**config.mk**
```make
export PLATFORM = sky130hd
export DESIGN_NAME = pcgbr_front
export DESIGN_NICKNAME = d
export VERILOG_FILES = /design/src/rtl/pcgbr_pkg.sv /design/src/rtl/pcgbr_front.sv
export SDC_FILE = /design/constraint.sdc
export NUM_CORES = 1
export LEC_CHECK = 0
export ABC_AREA = 1
export CAP_MARGIN = 20
export CELL_PAD_IN_SITES_DETAIL_PLACEMENT = 0
export CELL_PAD_IN_SITES_GLOBAL_PLACEMENT = 2
export CORE_MARGIN = 1.5
export CORE_UTILIZATION = 47
export CTS_CLUSTER_DIAMETER = 120
export DETAILED_ROUTE_END_ITERATION = 8
export DONT_BUFFER_PORTS = 1
export GPL_TIMING_DRIVEN = 0
export PLACE_DENSITY = 0.88
export REMOVE_ABC_BUFFERS = 1
export SLEW_MARGIN = 20
export SYNTH_ARGS = -nofsm -noshare
export SYNTH_HDL_FRONTEND = slang
export SYNTH_SLANG_ARGS = --single-unit
```
**constraint.sdc**
```tcl
create_clock -name i_clk -period 4 [get_ports i_clk]
set_input_delay 0.8 -clock i_clk [delete_from_list [all_inputs] [get_ports i_clk]]
set_output_delay 0.8 -clock i_clk [all_outputs]
set_load 0.02 [all_outputs]
```
**src/rtl/pcgbr_pkg.sv**
```systemverilog
// ----------------------------------------------------------------------------
// pcgbr_pkg
// shared types and constants of the bounded pcg32 generator
// ----------------------------------------------------------------------------
package pcgbr_pkg;

    localparam logic [63:0] PCG_MULT = 64'd6364136223846793005;
    localparam int unsigned CFG_IDX_W = 1;

    typedef enum logic [CFG_IDX_W-1:0] {
        CFG_SEED = 1'b0,
        CFG_INCR = 1'b1
    } t_cfg_idx;

    // request as stored in the queue between front and back
    typedef struct packed {
        logic        ranged;   // ranged draw with nonzero range
        logic        zero;     // ranged draw with range zero
        logic [31:0] range;
    } t_req;

    // xsh-rr output permutation of one state word
    function automatic logic [31:0] pcg_output(input logic [63:0] s);
        logic [31:0] xs;
        logic [4:0]  rot;
        logic [63:0] dbl;
        begin
            xs  = 32'(((s >> 18) ^ s) >> 27);
            rot = s[63:59];
            dbl = {xs, xs} >> rot;
            pcg_output = dbl[31:0];
        end
    endfunction

endpackage

```
**src/rtl/pcgbr_front.sv**
```systemverilog
// ----------------------------------------------------------------------------
// pcgbr_front
// accepts requests, classifies them and queues them for the back end
// ----------------------------------------------------------------------------
module pcgbr_front import pcgbr_pkg::*; (
    input  logic        i_clk,
    input  logic        i_rst_n,
    input  logic        i_valid,
    output logic        o_ready,
    input  logic        i_kind,
    input  logic [31:0] i_range,
    output logic        o_q_valid,
    output t_req        o_q_req,
    input  logic        i_q_pop
);

    // two-entry queue
    t_req       r_mem [2];
    logic       r_wp, n_wp;
    logic       r_rp, n_rp;
    logic [1:0] r_cnt, n_cnt;
    logic       push;
    t_req       req;

    assign o_ready   = (r_cnt != 2'd2);
    assign push      = i_valid && o_ready;
    assign o_q_valid = (r_cnt != 2'd0);
    assign o_q_req   = r_mem[r_rp];

    always_comb begin
        req.ranged = i_kind && (i_range != 32'd0);
        req.zero   = i_kind && (i_range == 32'd0);
        req.range  = i_range;
        n_wp  = r_wp ^ push;
        n_rp  = r_rp ^ i_q_pop;
        n_cnt = r_cnt + 2'(push) - 2'(i_q_pop);
    end

    always_ff @(posedge i_clk) begin
        if (!i_rst_n) begin
            r_wp  <= 1'b0;
            r_rp  <= 1'b0;
            r_cnt <= 2'd0;
        end else begin
            r_wp  <= n_wp;
            r_rp  <= n_rp;
            r_cnt <= n_cnt;
        end
        if (push) r_mem[r_wp] <= req;
    end

    a_no_pop_empty: assert property (@(posedge i_clk) disable iff (!i_rst_n)
        i_q_pop |-> o_q_valid) else $error("pop from empty queue");
    a_cnt_range: assert property (@(posedge i_clk) disable iff (!i_rst_n)
        r_cnt != 2'd3) else $error("queue count out of range");
    a_push_grows: assert property (@(posedge i_clk) disable iff (!i_rst_n)
        push && !i_q_pop |=> r_cnt == $past(r_cnt) + 2'd1)
        else $error("queue count not updated on push");

endmodule

```
# --- After elaboration in Yosys (flattened, before gate mapping) ---
# Memories as Yosys holds them, arrays and structs flattened. A register that Yosys moved wholly into a read port is not among the register bits.
# Index checks and enable logic that the tools add are counted.
word_totals:
  ff_bits: 4
  memories: 1
  ramBits: 68
memory_table:
  columns: ["memory", "depth", "word_bits", "rd", "rd_clocked_by_memory_dff", "write_ports", "line", "source"]
  rows:
  - ["r_mem", 2, 34, 1, 1, 1, "pcgbr_front.sv:18", "t_req r_mem [2];"]
op_classes:
  eq_ne: 1
  muxes: 3
  addsub: 2
  bitwise: 2
  n_reduce_logical: 6
ops:
  columns: ["op", "count"]
  rows:
  - ["32-bit logical NOT", 1]
  - ["32-bit nonzero test", 1]
  - ["1-bit logical AND", 3]
  - ["1-bit two-way mux", 3]
  - ["2-bit by 1-bit adder with 2-bit output", 1]
  - ["2-bit inequality test (second input constant)", 1]
  - ["2-bit nonzero test", 1]
  - ["2-bit by 1-bit subtractor with 2-bit output", 1]
  - ["1-bit bitwise XOR", 2]

# --- Longest topological paths before layout ---
# Gate-level depths: netlist of run 1.
depth:
  depth_word: 4
  ltp_mapped: 10
  depth_no_buf: 10

# --- Worst setup path before layout of run 1 ---
# OpenSTA, ideal clock, no wires.
synth_path:
  kind: "input-to-reg"
  start: "in i_valid"
  end: "mem r_mem[1][0] in the netlist's numbering (enable)"
  arrival_ps: 2351
  path_buffers: 0
  path_slack_ps: 1224
  cell_stages: 2
  path_cell_list: "nand2_1 > nor2_1"
synth_between:
  elab_chain_cells: 3
synth_rtl:
  columns: ["element", "line", "source"]
  rows:
  - ["from (decl)", "pcgbr_front.sv:8", "input logic i_valid,"]
  - ["1-bit logical AND", "pcgbr_front.sv:26", "assign push = i_valid && o_ready;"]
  - ["1-bit two-way mux", "pcgbr_front.sv:49", "if (push) r_mem[r_wp] <= req;"]
  - ["1-bit two-way mux (not written as such)", "pcgbr_front.sv:49", null]
  - ["to (decl)", "pcgbr_front.sv:18", null]
# Every way passes these cells.

==> results of run 1 <==
Yosys cell counts:
library cell and count:
nand3_1 1, xnor2_1 1, a21oi_1 1, nand2_1 16, or2_2 1, mux2_2 4, xor2_1 1, inv_1 7
nor2_1 26, mux2_4 30, dfxtp_1 5, buf_12 3, buf_6 1, ha_1 2, nor3_1 1, edfxtp_1 68
or2_1 1
worst max-delay path, stage by stage (launching register included):
cell     delay, ps
dfxtp_2        700
buf_16         250
mux2_2         420
worst max-delay path by stage:
stage | from | endpoint | cells after the start
5_1_grt | flop | o_q_req[33] | 2
6_report | flop | o_q_req[33] | 2
2_1_floorplan | i_valid | r_mem[1][0]$_DFFE_PP_ | 2
4_1_cts | flop | o_q_req[33] | 2
3_3_place_gp | i_valid | r_mem[1][31]$_DFFE_PP_ | 2
3_5_place_dp | flop | o_q_req[33] | 2
power by group through the flow:
stage	clock network, mW	registers [mW]	logic, mW
global placement	0	0.970	0.232
CTS	0.613	0.947	0.273
finish	0.603	0.945	0.268
detailed placement	0	0.964	0.273
floorplan	0	0.963	0.208
global route	0.649	0.951	0.288
metrics by stage:
stage	hold WS [ps]	area (µm²)	util	setup slack (ps)
after detailed placement	527	3080	0.514	1800
final	544	3290	0.549	1490
after CTS	540	3290	0.549	1440
after floorplan	471	2890	-	1220
after global placement	487	2990	0.498	605
after global routing	536	3290	0.549	1410
state kept, by name (all words and copies together), names as in the netlist, named ones only:
register  flops
r_cnt         2
r_mem        68
r_rp          1
r_wp          1
layout make-up:
cell class              count  area share
well taps                  75      0.0285
clock buffers              10      0.0388
clock inverters             6      0.0251
inverters                   7     0.00799
repair buffers              3      0.0251
multi-input cells          85       0.223
flip-flops and latches     73       0.652
logic make-up after synthesis:
family	Yosys count	share of synthesized area
muxes	34	0.167
adders and majority gates	2	0.00844
and+or+nand+nor	46	0.0608
buffers and inverters	11	0.0329
DFF	73	0.723
AOI/OAI and AO/OA	1	0.00169
xor gates and xnor gates	2	0.00591
per-layer routing:
metal,routed length [µm],global-route usage,up-vias
met5,0,0,-
met4,51,0.0763,0
met3,425,0.0593,6
met2,2620,0.263,43
met1,1700,0.163,661
li1,-,-,630
==> flow_metrics.tcl, run 1 <==
set metrics [dict create \
    setup_violations 0 \
    drive_gt1_frac 0.304 \
    drt_wl_total_mm 4.80 \
    die_w_um 82.4 \
    timing.fmax_ghz 0.399 \
    area_growth_syn_to_layout_pct 11.0 \
    fin_cells 259 \
    cts_resized 0 \
    remaining_drc_errors 0 \
    gp_congestion 0.660 \
    grt_pass1_vias 1441 \
    crit_type "reg2out" \
    fin_crit_sh 0.627 \
    clkTransAtPathRegs_ps 70 \
    drtAntennaViolNets 0 \
    combPwrFrac 0.148 \
    cp-end-kind "primary output" \
    reg2reg_depth 10 \
    fillCellCount 465 \
    fin_skew_ps 5.09 \
    grt_usage 0.153 \
    grt_pass1_wl_mm 7.20 \
    synthCells 169 \
    viasPerCell 5.17 \
    numCtsBuffers 9 \
    timing.rr.end "r_cnt[1]$_SDFF_PN0_" \
    synth-seq-cells 73 \
    clock_path_buffers 2 \
    hp-start "r_rp$_SDFF_PN0_" \
    postCtsSetupBuffers 0 \
    core_um2 5990 \
    status "complete, no violations" \
    cts_root_buffer "clkbuf_8" \
    p_int_mw 1.38 \
    final-max-slew-violation-count 0 \
    irDropWorstVdd_mv 0.268 \
    port_buffers 0 \
    htree_num_levels 3 \
    wl_per_cell_um 18.5 \
    worstReg2RegStart "r_cnt[0]$_SDFF_PN0_" \
    seq_area_um2 2140 \
    finalHoldViolCount 0 \
    clk_latency_ps 330 \
    pin_count 73 \
    hold_depth 2 \
    die-area_um2 6790 \
    antennaDiodeCount 0 \
    multi_input_area_um2 733 \
    hold_class "reg2reg" \
    ys_seq_area_frac 0.723 \
    drv_cap 0 \
    synth-warning-count 0 \
    switching_share 0.243 \
    hold_buffers 0 \
    nNetsFinal 218 \
    syn_area_per_cell_um2 17.5 \
    syn_area_um2 2960 \
    antenna_found_initial 0 \
    cp-start-kind "flop" \
    critPathRequiredTime_ps 3200 \
    final_common_cell "edfxtp_1" \
    placementRows 28 \
    hpwl_mm 3.40 \
    worstPathMaxFanout 18 \
    cts.sink_count 73 \
    chipHeight_um 82.4 \
    p_sw_uw 441 \
    hold_end "r_rp$_SDFF_PN0_" \
    grt_max_degree 23 \
    leakagePower_nw 1.19 \
    synth.largest_area_cell "edfxtp_1" \
    yosys.area.top_type_share 0.689 \
    setup_tns_ps 0 \
    min_period_ps 2510 \
    mostFrequentLayoutCells "edfxtp_1 (68), mux2_4 (30), nor2_1 (25)" \
    rsz0062_at_grt "false" \
    first_pass_iters 7 \
    pwr-share-clk 0.332 \
    ys_types 17 \
    arrival_ps 1710 \
    placed_cells 243 \
    max_slew_margin 0.614 \
    tightest_slew_ps 579 \
    netlist_top_cells_area "edfxtp_1 (69%), mux2_4 (15%), dfxtp_1 (3.4%)" \
    first_iter_violations 69 \
    tritoncts "done" \
    start_util 0.495 \
    total_power_mw 1.82 \
    num_vias 1340 \
    gr-total-overflow 0 \
    seqPwrFrac 0.520 \
    p_per_area_nw_per_um2 552 \
    r2r_slack_ps 2110 \
]
No activity file was read; power rests on OpenSTA's default activity.
==> inputs of run 2 (changes only) <==
--- a/config.mk
+++ b/config.mk
@@ -10,12 +10,12 @@
 export CELL_PAD_IN_SITES_DETAIL_PLACEMENT = 0
 export CELL_PAD_IN_SITES_GLOBAL_PLACEMENT = 2
 export CORE_MARGIN = 1.5
-export CORE_UTILIZATION = 47
+export CORE_UTILIZATION = 40
 export CTS_CLUSTER_DIAMETER = 120
 export DETAILED_ROUTE_END_ITERATION = 8
 export DONT_BUFFER_PORTS = 1
 export GPL_TIMING_DRIVEN = 0
-export PLACE_DENSITY = 0.88
+export PLACE_DENSITY = 0.81
 export REMOVE_ABC_BUFFERS = 1
 export SLEW_MARGIN = 20
 export SYNTH_ARGS = -nofsm -noshare
==> constraint.sdc (replaced) <==
create_clock -name i_clk -period 2.3 [get_ports i_clk]
set_input_delay 0.46 -clock i_clk [delete_from_list [all_inputs] [get_ports i_clk]]
set_output_delay 0.46 -clock i_clk [all_outputs]
set_load 0.02 [all_outputs]
==> run 2 against run 1 <==
Effect of this change: clock power up 77%; via count is 1.0% higher; setup slack worse by 1400 ps; critical endpoint unchanged; largest cell class unchanged.
==> flow_metrics.tcl, run 2 (synthesized netlist as in run 1, its figures left out) <==
set metrics [dict create \
    status "complete, no violations" \
    cts_root_buffer "clkbuf_8" \
    final_util 0.461 \
    htree_num_levels 3 \
    p_int_mw 2.40 \
    die_w_um 89.1 \
    fin_skew_ps 6.02 \
    fillCellCount 646 \
    worstPathMaxFanout 18 \
    final_common_cell "edfxtp_1" \
    grt_pass1_wl_mm 6.87 \
    clk_latency_ps 330 \
    first_iter_violations 32 \
    setup_tns_ps 0 \
    combPwrFrac 0.145 \
    wl_per_cell_um 16.9 \
    gp_congestion 0.715 \
    rsz0062_at_grt "false" \
    grt_usage 0.123 \
    cts.sink_count 73 \
    clkTransAtPathRegs_ps 80 \
    drtAntennaViolNets 0 \
    min_period_ps 2190 \
    placed_cells 267 \
    pwr-share-clk 0.336 \
    num_vias 1354 \
    r2r_slack_ps 380 \
    reg2reg_depth 6 \
    die-area_um2 7930 \
    largest_reg_flops 68 \
    start_util 0.411 \
    fin_area_um2 3330 \
    grt_max_degree 19 \
    chipHeight_um 89.1 \
    remaining_drc_errors 0 \
    finalHoldViolCount 0 \
    viasPerCell 4.78 \
    placementRows 31 \
    postCtsSetupBuffers 0 \
    regMostFlops "r_mem" \
    tritoncts "done" \
    dpl_cell_area_um2 3110 \
    p_per_area_nw_per_um2 954 \
    total_power_mw 3.17 \
    leakagePower_nw 1.19 \
    irDropWorstVdd_mv 0.380 \
    core_um2 7210 \
    setup_violations 0 \
    fin_cells 283 \
    post-place-ws_ps 337 \
    numCtsBuffers 9 \
    hpwl_mm 3.44 \
    slowest_stage "dfxtp_2" \
    area_growth_syn_to_layout_pct 12.3 \
    first_pass_iters 4 \
    grt_pass1_vias 1379 \
    mostFrequentLayoutCells "edfxtp_1 (68), mux2_4 (30), nor2_1 (25)" \
    tightest_slew_ps 608 \
    drt_wl_total_mm 4.79 \
    antenna_found_initial 0 \
    arrival_ps 1730 \
    clock_path_buffers 2 \
    crit_type "reg2out" \
    port_buffers 0 \
    cp-end-kind "primary output" \
    critPathMaxStageDelay_ps 720 \
    worst_hold_slack_ps 219 \
    cp_cell_sequence "buf_16, mux2_2" \
    setup_slack_ps 111 \
    p_sw_uw 776 \
    critPathRequiredTime_ps 1840 \
    final-max-slew-violation-count 0 \
    drv_cap 0 \
    fin_crit_sh 0.952 \
    hold_buffers 0 \
    switching_share 0.245 \
    cts_resized 0 \
    cp-start-kind "flop" \
    hold_depth 0 \
    drive_gt1_frac 0.304 \
    antennaDiodeCount 0 \
    pin_count 73 \
    reg_top3 "r_mem x68, r_cnt x2" \
    nNetsFinal 218 \
    max_slew_margin 0.595 \
    gr-total-overflow 0 \
    hold_class "in2reg" \
    seqPwrFrac 0.519 \
    timing.fmax_ghz 0.457 \
]
[run 2: cell count changes in the layout (fill, tap and decap cells not counted)]
cell      previous run  this run
clkinv_2             3         1
clkbuf_1             1         0
clkinv_1             0         1
clkinv_4             0         1
inv_6                0         1
[run 2: area by class of cell]
cell class,count,area [µm²],area share
clock buffers,9,124,0.0372
clock inverters,7,93.8,0.0282
inverters,7,26.3,0.00790
multi-input cells,85,733,0.220
flip-flops and latches,73,2140,0.644
well taps,99,124,0.0372
repair buffers,3,82.6,0.0248
[run 2: per-layer routing]
layer  track usage  vias to the layer above  routed length [µm]
li1              -                      632                   -
met1         0.119                      660                1720
met2         0.224                       52                2570
met3        0.0499                       10                 406
met4        0.0671                        0                  93
met5             0                        -                   0
[run 2: path summary, 6_finish.rpt]
check                                          from                      to
worst min register to register      r_rp$_SDFF_PN0_         r_rp$_SDFF_PN0_
worst max-delay path                           flop             o_q_req[33]
worst max register to register  r_cnt[0]$_SDFF_PN0_  r_mem[0][30]$_DFFE_PP_
worst min-delay path                    i_range[19]  r_mem[0][19]$_DFFE_PP_
[run 2: power groups by stage]
stage,combinational (mW),sequential [mW],clock [mW]
6_report,0.460,1.65,1.07
5_1_grt,0.490,1.66,1.15
4_1_cts,0.471,1.65,1.10
3_5_place_dp,0.470,1.68,0
3_3_place_gp,0.403,1.69,0
2_1_floorplan,0.362,1.67,0
[run 2: worst max-delay path: cells and delay by family (launching register included)]
family	cells	cell delay, ps
DFF	1	720
muxes	1	410
buffers and inverters	1	250
